===== src/rtl/bba_pkg.sv =====
// shared types, field widths and helpers for the buddy block allocator
`timescale 1ns / 1ps
`default_nettype none

package bba_pkg;

  // field widths of the stream payloads
  localparam int unsigned ORDER_W    = 3;
  localparam int unsigned OWNER_W    = 16;
  localparam int unsigned SIZE_W     = 6;
  localparam int unsigned COUNT_W    = 6;
  localparam int unsigned IN_DATA_W  = 24;
  localparam int unsigned OUT_DATA_W = 24;

  // largest order a request can round up to
  localparam int unsigned ORDER_LIMIT = 6;

  // controller to datapath commands
  typedef struct packed {
    logic ld_item;   // latch a new request, clear the index
    logic rd_idx;    // read the list entry at the index
    logic rd_prev;   // read the list entry just below the index
    logic idx_inc;   // step the index up
    logic found;     // remember the hit position and its order
    logic sh_start;  // point the index at the end of the list
    logic sh_wr;     // move the entry read into the index slot, step down
    logic split;     // halve the block, add the free buddy behind it
    logic final_wr;  // write the chosen block with its owner
    logic out_ld;    // load a list result into the output stage
    logic res_ld;    // load an allocate result into the output stage
    logic res_ok;    // allocate outcome carried with res_ld
  } dp_cmd_t;

  // datapath to controller status
  typedef struct packed {
    logic in_query;   // pending request is a list query
    logic fits;       // entry read is free and large enough
    logic at_end;     // index is on the last listed block
    logic can_split;  // chosen block is still too large
    logic sh_more;    // entries remain to move before the split slot
    logic out_free;   // output stage can take a result this cycle
  } dp_sts_t;

  // smallest order whose block holds the given number of units
  function automatic logic [ORDER_W-1:0] order_for(input logic [SIZE_W-1:0] units);
    logic [ORDER_W-1:0] k;
    k = ORDER_W'(ORDER_LIMIT);
    for (int i = ORDER_LIMIT; i >= 0; i--) begin
      if ((7'd1 << i) >= 7'(units)) begin
        k = ORDER_W'(i);
      end
    end
    return k;
  endfunction

endpackage

`default_nettype wire


===== src/rtl/buddy_block_allocator.sv =====
// top level of the buddy block allocator: controller, datapath and checks
`timescale 1ns / 1ps
`default_nettype none

// Buddy block allocator. Memory of 2^total_order units is kept as an ordered
// list of power-of-two blocks, each with an owner (0 means free). An allocate
// request rounds request_size up to a power of two, takes the first free block
// in list order that is large enough, halves it until it has the wanted size
// (each free buddy is inserted right behind it) and records owner_id; it
// returns one result echoing the owner with alloc_ok, or alloc_ok low and no
// change when nothing fits. A query request returns one result per listed
// block with its owner, tlast on the final one. Writing total_order (values
// above MAX_ORDER saturate) restarts the list as one free block; write it only
// while no request is in flight. The list lives in a single-port memory with a
// registered read, and that port sets the pace. An allocate reads each entry it
// scans; each halving moves every entry behind the split point up one place
// before the free buddy is written; then the chosen block is written with its
// owner (skipped when nothing fits) and the result is loaded. A query reads
// and emits one listed block at a time, and any output stall holds the work.
// One request is worked at a time; the next is taken as soon as the last
// result is in the output register, even while that result still waits.
module buddy_block_allocator #(
  parameter int unsigned MAX_ORDER  = 5,
  parameter int unsigned OWNER_BITS = 16
) (
  input  wire                              clk_i,
  input  wire                              rst_ni,
  // configuration: total_order
  input  wire                              cfg_we_i,
  input  wire  [bba_pkg::ORDER_W-1:0]      cfg_wdata_i,
  // request stream
  input  wire                              s_axis_tvalid,
  output logic                             s_axis_tready,
  input  wire  [bba_pkg::IN_DATA_W-1:0]    s_axis_tdata,   // owner_id[15:0], request_size[21:16]
  input  wire                              s_axis_tuser,   // action: 0 allocate, 1 query
  // result stream
  output logic                             m_axis_tvalid,
  input  wire                              m_axis_tready,
  output logic [bba_pkg::OUT_DATA_W-1:0]   m_axis_tdata,   // block_count[5:0], block_owner[21:6],
                                                           // alloc_ok[22]
  output logic                             m_axis_tlast
);
  import bba_pkg::*;

  dp_cmd_t cmd;
  dp_sts_t sts;

  // state machine walks the list, datapath holds it
  bba_ctrl u_ctrl (
    .clk_i      (clk_i),
    .rst_ni     (rst_ni),
    .in_valid_i (s_axis_tvalid),
    .in_ready_o (s_axis_tready),
    .sts_i      (sts),
    .cmd_o      (cmd)
  );

  bba_dp #(
    .MAX_ORDER  (MAX_ORDER),
    .OWNER_BITS (OWNER_BITS)
  ) u_dp (
    .clk_i       (clk_i),
    .rst_ni      (rst_ni),
    .cfg_we_i    (cfg_we_i),
    .cfg_wdata_i (cfg_wdata_i),
    .in_query_i  (s_axis_tuser),
    .in_data_i   (s_axis_tdata),
    .cmd_i       (cmd),
    .sts_o       (sts),
    .out_ready_i (m_axis_tready),
    .out_valid_o (m_axis_tvalid),
    .out_data_o  (m_axis_tdata),
    .out_last_o  (m_axis_tlast)
  );

  // a request is worked before the next one is taken
  assert property (@(posedge clk_i) disable iff (!rst_ni)
    (s_axis_tvalid && s_axis_tready) |=> !s_axis_tready)
    else $error("request taken while previous one still in work");

  // the list is never modified while requests are being taken
  assert property (@(posedge clk_i) disable iff (!rst_ni)
    s_axis_tready |-> !(cmd.split || cmd.sh_wr || cmd.final_wr))
    else $error("list write while idle");

  // only query results come without tlast, and those always report ok
  assert property (@(posedge clk_i) disable iff (!rst_ni)
    (m_axis_tvalid && !m_axis_tlast) |-> m_axis_tdata[22])
    else $error("non-final result without ok");

  // a halving step is only issued for a block larger than wanted
  assert property (@(posedge clk_i) disable iff (!rst_ni)
    cmd.split |-> sts.can_split)
    else $error("split of a block that is small enough");

endmodule

`default_nettype wire


===== src/rtl/bba_ctrl.sv =====
// sequencing state machine for the buddy block allocator
`timescale 1ns / 1ps
`default_nettype none

module bba_ctrl (
  input  wire                 clk_i,
  input  wire                 rst_ni,
  input  wire                 in_valid_i,
  output logic                in_ready_o,
  input  bba_pkg::dp_sts_t    sts_i,
  output bba_pkg::dp_cmd_t    cmd_o
);
  import bba_pkg::*;

  typedef enum logic [9:0] {
    ST_IDLE      = 10'b00_0000_0001,
    ST_S_RD      = 10'b00_0000_0010,
    ST_S_CHK     = 10'b00_0000_0100,
    ST_SPLIT_CHK = 10'b00_0000_1000,
    ST_SH_CHK    = 10'b00_0001_0000,
    ST_SH_WR     = 10'b00_0010_0000,
    ST_FINAL     = 10'b00_0100_0000,
    ST_DONE      = 10'b00_1000_0000,
    ST_Q_RD      = 10'b01_0000_0000,
    ST_Q_EMIT    = 10'b10_0000_0000
  } state_e;

  state_e state_q, state_d;
  logic   ok_q, ok_d;

  always_comb begin
    state_d    = state_q;
    ok_d       = ok_q;
    cmd_o      = '0;
    in_ready_o = 1'b0;
    unique case (state_q)
      ST_IDLE: begin
        in_ready_o = 1'b1;
        if (in_valid_i) begin
          cmd_o.ld_item = 1'b1;
          state_d       = sts_i.in_query ? ST_Q_RD : ST_S_RD;
        end
      end
      ST_S_RD: begin
        cmd_o.rd_idx = 1'b1;
        state_d      = ST_S_CHK;
      end
      ST_S_CHK: begin
        if (sts_i.fits) begin
          cmd_o.found = 1'b1;
          state_d     = ST_SPLIT_CHK;
        end else if (sts_i.at_end) begin
          ok_d    = 1'b0;
          state_d = ST_DONE;
        end else begin
          cmd_o.idx_inc = 1'b1;
          state_d       = ST_S_RD;
        end
      end
      ST_SPLIT_CHK: begin
        if (sts_i.can_split) begin
          cmd_o.sh_start = 1'b1;
          state_d        = ST_SH_CHK;
        end else begin
          state_d = ST_FINAL;
        end
      end
      ST_SH_CHK: begin
        if (sts_i.sh_more) begin
          cmd_o.rd_prev = 1'b1;
          state_d       = ST_SH_WR;
        end else begin
          cmd_o.split = 1'b1;
          state_d     = ST_SPLIT_CHK;
        end
      end
      ST_SH_WR: begin
        cmd_o.sh_wr = 1'b1;
        state_d     = ST_SH_CHK;
      end
      ST_FINAL: begin
        cmd_o.final_wr = 1'b1;
        ok_d           = 1'b1;
        state_d        = ST_DONE;
      end
      ST_DONE: begin
        if (sts_i.out_free) begin
          cmd_o.res_ld = 1'b1;
          cmd_o.res_ok = ok_q;
          state_d      = ST_IDLE;
        end
      end
      ST_Q_RD: begin
        cmd_o.rd_idx = 1'b1;
        state_d      = ST_Q_EMIT;
      end
      ST_Q_EMIT: begin
        if (sts_i.out_free) begin
          cmd_o.out_ld = 1'b1;
          if (sts_i.at_end) begin
            state_d = ST_IDLE;
          end else begin
            cmd_o.idx_inc = 1'b1;
            state_d       = ST_Q_RD;
          end
        end
      end
      default: begin
        state_d = ST_IDLE;
      end
    endcase
  end

  always_ff @(posedge clk_i or negedge rst_ni) begin
    if (!rst_ni) begin
      state_q <= ST_IDLE;
      ok_q    <= 1'b0;
    end else begin
      state_q <= state_d;
      ok_q    <= ok_d;
    end
  end

endmodule

`default_nettype wire


===== src/rtl/bba_dp.sv =====
// block list memory, index registers and output stage of the buddy block allocator
`timescale 1ns / 1ps
`default_nettype none

module bba_dp #(
  parameter int unsigned MAX_ORDER  = 5,
  parameter int unsigned OWNER_BITS = 16
) (
  input  wire                                  clk_i,
  input  wire                                  rst_ni,
  input  wire                                  cfg_we_i,
  input  wire  [bba_pkg::ORDER_W-1:0]          cfg_wdata_i,
  input  wire                                  in_query_i,
  input  wire  [bba_pkg::IN_DATA_W-1:0]        in_data_i,
  input  bba_pkg::dp_cmd_t                     cmd_i,
  output bba_pkg::dp_sts_t                     sts_o,
  input  wire                                  out_ready_i,
  output logic                                 out_valid_o,
  output logic [bba_pkg::OUT_DATA_W-1:0]       out_data_o,
  output logic                                 out_last_o
);
  import bba_pkg::*;

  localparam int unsigned DEPTH       = 1 << MAX_ORDER;
  localparam int unsigned IDX_W       = MAX_ORDER;
  localparam int unsigned CNT_W       = MAX_ORDER + 1;
  localparam int unsigned ENTRY_W     = ORDER_W + OWNER_BITS;
  localparam int unsigned OWN_EXT     = (OWNER_BITS > OWNER_W) ? OWNER_BITS : OWNER_W;
  localparam int unsigned CNT_EXT     = (CNT_W > COUNT_W) ? CNT_W : COUNT_W;
  localparam int unsigned RESET_ORDER = (MAX_ORDER < 5) ? MAX_ORDER : 5;

  // list entry: order in the top bits, owner below
  logic [ENTRY_W-1:0]    mem [DEPTH];
  logic [ENTRY_W-1:0]    rdata_q;
  logic [IDX_W-1:0]      raddr_q;

  logic [ORDER_W-1:0]    total_order_q;
  logic                  init_q;       // list is still the single fresh block
  logic [CNT_W-1:0]      total_q;
  logic [CNT_W-1:0]      idx_q;
  logic [IDX_W-1:0]      pos_q;
  logic [ORDER_W-1:0]    cur_q;
  logic [ORDER_W-1:0]    want_q;
  logic [OWNER_BITS-1:0] owner_q;

  logic                  out_valid_q;
  logic [COUNT_W-1:0]    out_count_q;
  logic [OWNER_W-1:0]    out_owner_q;
  logic                  out_ok_q;
  logic                  out_last_q;

  logic [ENTRY_W-1:0]    rd_eff;
  logic [ORDER_W-1:0]    rd_order;
  logic [OWNER_BITS-1:0] rd_owner;
  logic                  mem_we;
  logic [IDX_W-1:0]      waddr;
  logic [ENTRY_W-1:0]    wdata;
  logic                  mem_re;
  logic [IDX_W-1:0]      raddr;
  logic [CNT_W-1:0]      idx_prev;
  logic [CNT_W-1:0]      idx_next;
  logic [IDX_W-1:0]      pos_next;
  logic [ORDER_W-1:0]    cur_half;
  logic [OWN_EXT-1:0]    own_in_ext;
  logic [OWN_EXT-1:0]    own_out_ext;
  logic [CNT_EXT-1:0]    cnt_ext;
  logic                  at_end;

  // entry zero reads as the fresh block until it is first written
  assign rd_eff   = (init_q && (raddr_q == '0)) ? {total_order_q, OWNER_BITS'(0)} : rdata_q;
  assign rd_order = rd_eff[ENTRY_W-1 -: ORDER_W];
  assign rd_owner = rd_eff[OWNER_BITS-1:0];

  assign idx_prev = idx_q - CNT_W'(1);
  assign idx_next = idx_q + CNT_W'(1);
  assign pos_next = pos_q + IDX_W'(1);
  assign cur_half = cur_q - ORDER_W'(1);
  assign at_end   = (idx_next == total_q);

  always_comb begin
    mem_we = 1'b0;
    waddr  = pos_q;
    wdata  = {cur_q, owner_q};
    if (cmd_i.sh_wr) begin
      mem_we = 1'b1;
      waddr  = idx_q[IDX_W-1:0];
      wdata  = rd_eff;
    end else if (cmd_i.split) begin
      mem_we = 1'b1;
      waddr  = pos_next;
      wdata  = {cur_half, OWNER_BITS'(0)};
    end else if (cmd_i.final_wr) begin
      mem_we = 1'b1;
    end
  end

  assign mem_re = cmd_i.rd_idx | cmd_i.rd_prev;
  assign raddr  = cmd_i.rd_prev ? idx_prev[IDX_W-1:0] : idx_q[IDX_W-1:0];

  always_ff @(posedge clk_i) begin
    if (mem_we) begin
      mem[waddr] <= wdata;
    end
    if (mem_re) begin
      rdata_q <= mem[raddr];
      raddr_q <= raddr;
    end
  end

  assign own_in_ext  = OWN_EXT'(in_data_i[OWNER_W-1:0]);
  assign own_out_ext = OWN_EXT'(cmd_i.out_ld ? rd_owner : owner_q);
  assign cnt_ext     = CNT_EXT'(total_q);

  always_ff @(posedge clk_i or negedge rst_ni) begin
    if (!rst_ni) begin
      total_order_q <= ORDER_W'(RESET_ORDER);
      init_q        <= 1'b1;
      total_q       <= CNT_W'(1);
      idx_q         <= '0;
      out_valid_q   <= 1'b0;
    end else begin
      if (cfg_we_i) begin
        total_order_q <= (cfg_wdata_i > ORDER_W'(MAX_ORDER)) ? ORDER_W'(MAX_ORDER)
                                                              : cfg_wdata_i;
        init_q        <= 1'b1;
        total_q       <= CNT_W'(1);
      end else begin
        if (mem_we && (waddr == '0)) begin
          init_q <= 1'b0;
        end
        if (cmd_i.split) begin
          total_q <= total_q + CNT_W'(1);
        end
      end

      if (cmd_i.ld_item) begin
        idx_q <= '0;
      end else if (cmd_i.idx_inc) begin
        idx_q <= idx_next;
      end else if (cmd_i.sh_start) begin
        idx_q <= total_q;
      end else if (cmd_i.sh_wr) begin
        idx_q <= idx_prev;
      end

      if (cmd_i.out_ld || cmd_i.res_ld) begin
        out_valid_q <= 1'b1;
      end else if (out_ready_i) begin
        out_valid_q <= 1'b0;
      end
    end
  end

  always_ff @(posedge clk_i) begin
    if (cmd_i.ld_item) begin
      want_q  <= order_for(in_data_i[OWNER_W +: SIZE_W]);
      owner_q <= own_in_ext[OWNER_BITS-1:0];
    end
    if (cmd_i.found) begin
      pos_q <= idx_q[IDX_W-1:0];
      cur_q <= rd_order;
    end else if (cmd_i.split) begin
      cur_q <= cur_half;
    end
    if (cmd_i.out_ld || cmd_i.res_ld) begin
      out_count_q <= cnt_ext[COUNT_W-1:0];
      out_owner_q <= own_out_ext[OWNER_W-1:0];
      out_ok_q    <= cmd_i.out_ld | cmd_i.res_ok;
      out_last_q  <= cmd_i.res_ld | at_end;
    end
  end

  assign sts_o.in_query  = in_query_i;
  assign sts_o.fits      = (rd_owner == '0) && (rd_order >= want_q);
  assign sts_o.at_end    = at_end;
  assign sts_o.can_split = (cur_q > want_q) && (total_q < CNT_W'(DEPTH));
  assign sts_o.sh_more   = idx_q > CNT_W'({1'b0, pos_q} + CNT_W'(1));
  assign sts_o.out_free  = !out_valid_q || out_ready_i;

  assign out_valid_o = out_valid_q;
  assign out_data_o  = {1'b0, out_ok_q, out_owner_q, out_count_q};
  assign out_last_o  = out_last_q;

endmodule

`default_nettype wire


===== config.mk =====
export PLATFORM = sky130hd
export DESIGN_NAME = buddy_block_allocator
export DESIGN_NICKNAME = d
export VERILOG_FILES = /design/src/rtl/bba_pkg.sv /design/src/rtl/buddy_block_allocator.sv /design/src/rtl/bba_ctrl.sv /design/src/rtl/bba_dp.sv
export SDC_FILE = /design/constraint.sdc
export NUM_CORES = 1
export LEC_CHECK = 0
export ABC_AREA = 1
export CORE_AREA = 2 2 308 310
export DETAILED_ROUTE_END_ITERATION = 8
export DIE_AREA = 0 0 310 312
export DONT_BUFFER_PORTS = 1
export PLACE_DENSITY = 0.54
export SLEW_MARGIN = 20
export SYNTH_ARGS = -nofsm -noshare
export SYNTH_HDL_FRONTEND = slang
export SYNTH_SLANG_ARGS = --single-unit

===== constraint.sdc =====
create_clock -name clk_i -period 4.2 [get_ports clk_i]
set_input_delay 0.84 -clock clk_i [delete_from_list [all_inputs] [get_ports clk_i]]
set_output_delay 0.84 -clock clk_i [all_outputs]
set_load 0.02 [all_outputs]

# Word-level counts from Yosys, hierarchy flattened
# Memories as Yosys holds them, arrays and structs flattened. A register that Yosys moved wholly into a read port is not among the register bits.
# Index checks and enable logic that the tools add are counted.
totals:
  in_bits: 33
  ram_bits: 608
  mem_count: 1
  register_bits: 84
  wordCells: 141
  output_inout_bits: 27
memory_table:
  columns: ["memory", "words", "word_bits", "read_ports", "rd_clocked_by_memory_dff", "write_ports", "line_no", "text"]
  rows:
  - ["u_dp.mem", 32, 19, 1, 1, 1, "bba_dp.sv:33", "logic [ENTRY_W-1:0] mem [DEPTH];"]
op_classes:
  mux: 65
  eq_ne: 16
  magnitude_cmp: 11
  bitwise_logic: 3
  reduce_logical: 21
  n_addsub: 6
op_table:
  columns: ["cell", "n"]
  rows:
  - ["$pmux W10 S10", 1]
  - ["$mux W19", 3]
  - ["$mux W6", 7]
  - ["$mux W1", 31]
  - ["$mux W10", 3]
  - ["$mux W9", 2]
  - ["$logic_not A16 Y1", 1]
  - ["$mux W16", 1]
  - ["$mux W8", 2]
  - ["$mux W5", 3]
  - ["$add A6 B1 Y6 const B", 2]
  - ["$mux W2", 6]
  - ["$eq A10 B1 Y1 const B", 1]
  - ["$eq A10 B10 Y1 const B", 1]
  - ["$eq A10 B2 Y1 const B", 1]
  - ["$eq A10 B3 Y1 const B", 1]
  - ["$eq A10 B4 Y1 const B", 1]
  - ["$eq A10 B5 Y1 const B", 1]
  - ["$eq A10 B6 Y1 const B", 1]
  - ["$eq A10 B7 Y1 const B", 1]
  - ["$eq A10 B8 Y1 const B", 1]
  - ["$eq A10 B9 Y1 const B", 1]
  - ["$logic_not A5 Y1", 2]
  - ["$reduce_bool A2 Y1", 5]
  - ["other kinds (29)", 43]

# Logic depth before layout (Yosys ltp)
depth:
  depth_word: 10
  mapped_depth: 22
  ltp_nobuf: 20

# By module
# From an unflattened synthesis, not the netlist that was laid out.
hier_totals:
  cells_unflattened: 3213
  hier_area_um2: 32283.5
modules_own_cells:
  columns: ["module", "seq_area_each_um2", "cells_each", "area_each_um2", "instances"]
  rows:
  - ["bba_dp", 20940.1, 3096, 31504.0, 1]
  - ["bba_ctrl", 276.5, 117, 779.5, 1]

# Least setup slack after synthesis
# OpenSTA, ideal clock, no wires.
synth_path:
  path_kind: "register to register"
  start: "register u_dp.pos_q[0]"
  end: "memory u_dp.mem[10][0] in the netlist's numbering (enable)"
  synth_period_minus_slack_ns: 3.732
  slack_ns: 0.468
  arrival_time_ns: 3.337
  required_time_ns: 3.805
  setup_ns: 0.395
  path_stages_with_launch: 17
  n_path_buf: 1
  cell_sequence: "edfxtp_1 ha_1 xor2_1 inv_1 ha_1 nand2_2 nor2_8 nand3_4 nand2_4 nand2_1 nand2_1 nor2_1 o21ai_1 nand3b_1 or2_1 buf_2 nor2_1"
synth_between:
  elab_chain_cells: 8
  elab_cells_between_ends: 11
  classes_between: "add/sub (2); order compare (1); mux (8)"
synth_lines:
  columns: ["item", "line_no", "text"]
  rows:
  - ["start: declaration", "bba_dp.sv:41", "logic [IDX_W-1:0] pos_q;"]
  - ["start signal: assignment", "bba_dp.sv:160", "pos_q <= idx_q[IDX_W-1:0];"]
  - ["$add A5 B1 Y6", "bba_dp.sv:177", "assign sts_o.sh_more = idx_q > CNT_W'({1'b0, pos_q} + CNT_W'(1));"]
  - ["$gt A6 B6 Y1", "bba_dp.sv:177", null]
  - ["$mux W1", "bba_ctrl.sv:69", "if (sts_i.sh_more) begin"]
  - ["$mux W1", "bba_ctrl.sv:36", "unique case (state_q)"]
  - ["$mux W1", "bba_dp.sv:88", "end else if (cmd_i.split) begin"]
  - ["$mux W1", "bba_dp.sv:84", "if (cmd_i.sh_wr) begin"]
  - ["$mux W1", "bba_dp.sv:101", "if (mem_we) begin"]
  - ["$mux W1 (implied by the code)", "bba_dp.sv:102", "mem[waddr] <= wdata;"]
  - ["end: declaration", "bba_dp.sv:33", null]
# Parallel ways exist; a longest one is shown, timed or not.

# Worst setup path after layout
layout_path:
  start: "register u_dp.pos_q[1]"
  end: "memory u_dp.mem[6][3] in the netlist's numbering (enable)"
# Same word-level chain as after synthesis.

==> reports/results.ini <==
[worst_setup_path]
reg2reg_from = u_dp.pos_q[1]
cp-startpoint = u_dp.pos_q[1]
slowest_delay_ns = 0.63
crit_family = simple AND/OR/NAND/NOR gates
arrival_ns = 4.19
start_kind = flop
critPathRequiredTime_ns = 4.52
cp_slowest_cell = nor2_2
worstSetupEndpointType = flop
path_class = flop to flop
path_max_fanout = 12
critPathBufInv = 3
path_cells = ha_1, xor2_1, inv_1, ha_1, nand2_2, nor2_8, nand3b_4, a21boi_1, o21ai_0, o21ai_1, inv_1, nor2_1, nand2_1, nor2_2, buf_12

[layout]
ff_latch_area_um2 = 21200
multi_input_area_um2 = 8960
diodes = 0
final_net_count = 3078
fill_cells = 9035
final_cell_mix = edfxtp_1, nand3_1, nand2_1
layout-drive-gt1-share_pct = 10.1
mostFrequentLayoutCell = edfxtp_1
area_growth_pct = 13.8
utilization_pct = 39.7

[sta]
slew_headroom_pct = 29.5
tightest_slew_ns = 1.06
setup_viol = 0
rsz0062_at_grt = yes
fin_tns_setup_ns = 0
finalCritPeriodShare_pct = 92.1
hold_viol_final = 0
fmax_mhz = 258
period_minus_slack_ns = 3.87
hold_ws_ns = 0.0493
drv_slew = 0
skew_ns = 0.0197

[yosys]
synth-edff-count = 683
async_reset_ff_share_pct = 3.94
ys_seq_elements = 711
synth_area_um2 = 32500
syn_avg_cell_area_um2 = 10.8
syn_nets = 3055
yosysWarnings = 0
synth_top_flop_cell = edfxtp_1
ys_types = 57
syn_inst = 3007
yosysSeqAreaShare_pct = 65.3

[cts]
cts.reportedPaths.clkPinSlew_ns = 0.06
cts_tree = built
cts-root-buf = clkbuf_16
numCtsBuffers = 79
cts_sinks = 711
postCtsSetupBuffers = 0
cts_max_level = 3
cts.path.max_buffers = 3
worst_skew_pair.late_latency_ns = 0.62

[grt]
grt_pass1_vias = 20500
grt_max_degree = 78
grt_use_total_pct = 17.8
grt_antenna_before_repair = 1
grt_pass1_wl_um = 130000
grt-ovfl-total = 0

[floorplan]
die_area_um2 = 96700
initial_core_util_pct = 34.9
core_area_um2 = 93000
die_x_um = 310
die_y_um = 312
rows = 112
io_pins = 60

[detailed_routing]
avgRoutedWirePerCell_um = 19.8
via_per_inst = 4.95
ant_nets = 0
drc = 0
routed_wl_um = 85900
drtIter0Drc = 1697
dr_total_vias = 21500
drt_pass1_iterations = 7

[power_and_ir_drop]
leakage_nw = 14.5
ir_drop_uv = 290
powerDensity_nw_per_um2 = 474

[job]
max-cap-violations = 0

[hold_path]
hold_path_class = input port to async pin

[placed_design]
dpl.hpwl_um = 50100
gp_congestion = 0.852
portBuffers = 0

[status]
status = finished, final reports clean

## area by class of cell
class	count	share of cell area, %
Inverter	440	4.47
Tap cell	1254	4.24
Clock inverter	33	0.582
Multi-Input combinational cell	1678	24.2
Sequential cell	711	57.4
Clock buffer	105	5.64
Timing Repair Buffer	120	3.42
## cell usage after synthesis, types with 8 or more instances
cell,instances,share of area (%)
dfrtp_1,23,1.8
inv_1,432,5.0
nand3b_1,248,5.7
edfxtp_1,683,63
o21ai_0,62,0.96
nand4_1,9,0.17
a21oi_1,15,0.23
nand3_2,9,0.28
nand3_1,627,9.7
nand2_1,524,6.1
nor2_1,77,0.89
buf_2,87,1.3
o21ai_1,8,0.12
buf_4,17,0.39
xor2_1,11,0.30
buf_6,8,0.28
ha_1,15,0.58
nor3_1,16,0.25
clkbuf_1,59,0.68
## logic make-up after synthesis
| kind of cell | after synthesis | share of synthesized area (%) |
|---|---|---|
| and+or+nand+nor | 1541 | 23.9 |
| DFF | 711 | 65.3 |
| buffers and inverters | 618 | 7.87 |
| AOI/OAI and AO/OA | 104 | 1.81 |
| xor gates and xnor gates | 16 | 0.431 |
| adders and majority gates | 15 | 0.578 |
| other | 1 | 0.0115 |
| muxes | 1 | 0.0308 |
## flip-flops by register name, summed over array words and instances (netlist names)
register and cells:
u_ctrl.ok_q 1, u_ctrl.state_q 10, u_dp.cnt_ext 6, u_dp.cur_q 3, u_dp.idx_q 6, u_dp.init_q 1, u_dp.mem 608, u_dp.out_count_q 6
u_dp.out_last_o 1, u_dp.out_ok_q 1, u_dp.out_owner_q 16, u_dp.out_valid_o 1, u_dp.owner_q 16, u_dp.pos_q 5, u_dp.raddr_q 5, u_dp.rdata_q 19
u_dp.total_order_q 3, u_dp.want_q 3
## worst paths after layout
kind / to / slack, ns / cells after the start
max in group asynchronous: u_ctrl.state_q[8] / 4.00 / 1
max: u_dp.mem[6][3] / 0.33 / 15
min: u_dp.cnt_ext[4] / 0.05 / 1
max reg2reg: u_dp.mem[6][3] / 0.33 / 15
min in group clk_i: u_dp.cnt_ext[5] / 0.30 / 1
min reg2reg: u_dp.init_q / 0.46 / 2
## through the flow
step / power [W] / setup slack, ns / std cells / area [um^2]
finish: 0.0175 / 0.330 / 4341 / 37000
global route: 0.0183 / -0.0640 / 4341 / 37000
CTS: 0.0177 / 0.320 / 4341 / 37000
detailed placement: 0.0114 / 0.320 / 4202 / 34600
global placement: 0.0113 / 0.167 / 4202 / 34600
floorplan: 0.0103 / 0.468 / 3007 / 32500
## report_power, final
group	internal, W	leakage [nW]	switching, W
Clock	0.00360	1.12	0.00273
Combinational	0.000667	6.86	0.00202
Sequential	0.00840	6.52	0.000126
## per-layer routing
| layer | part of all wire (%) | up-vias | global-route usage, % | wire, um |
|---|---|---|---|---|
| met3 | 6.1 | 121 | 3.45 | 5250 |
| met5 | 0.021 | - | 0 | 18 |
| met2 | 46 | 549 | 28.2 | 39300 |
| li1 | - | 10300 | - | - |
| met4 | 2.3 | 2 | 4.56 | 1980 |
| met1 | 46 | 10500 | 25.1 | 39300 |
## what timing repair did
item / in CTS / in global routing
gates resized for setup: 0 / 0
setup endpoints to repair: 0 / 25
hold endpoints to repair: 23 / 0
hold buffers: 1 / 0
Power figures use the tool's default switching activity.
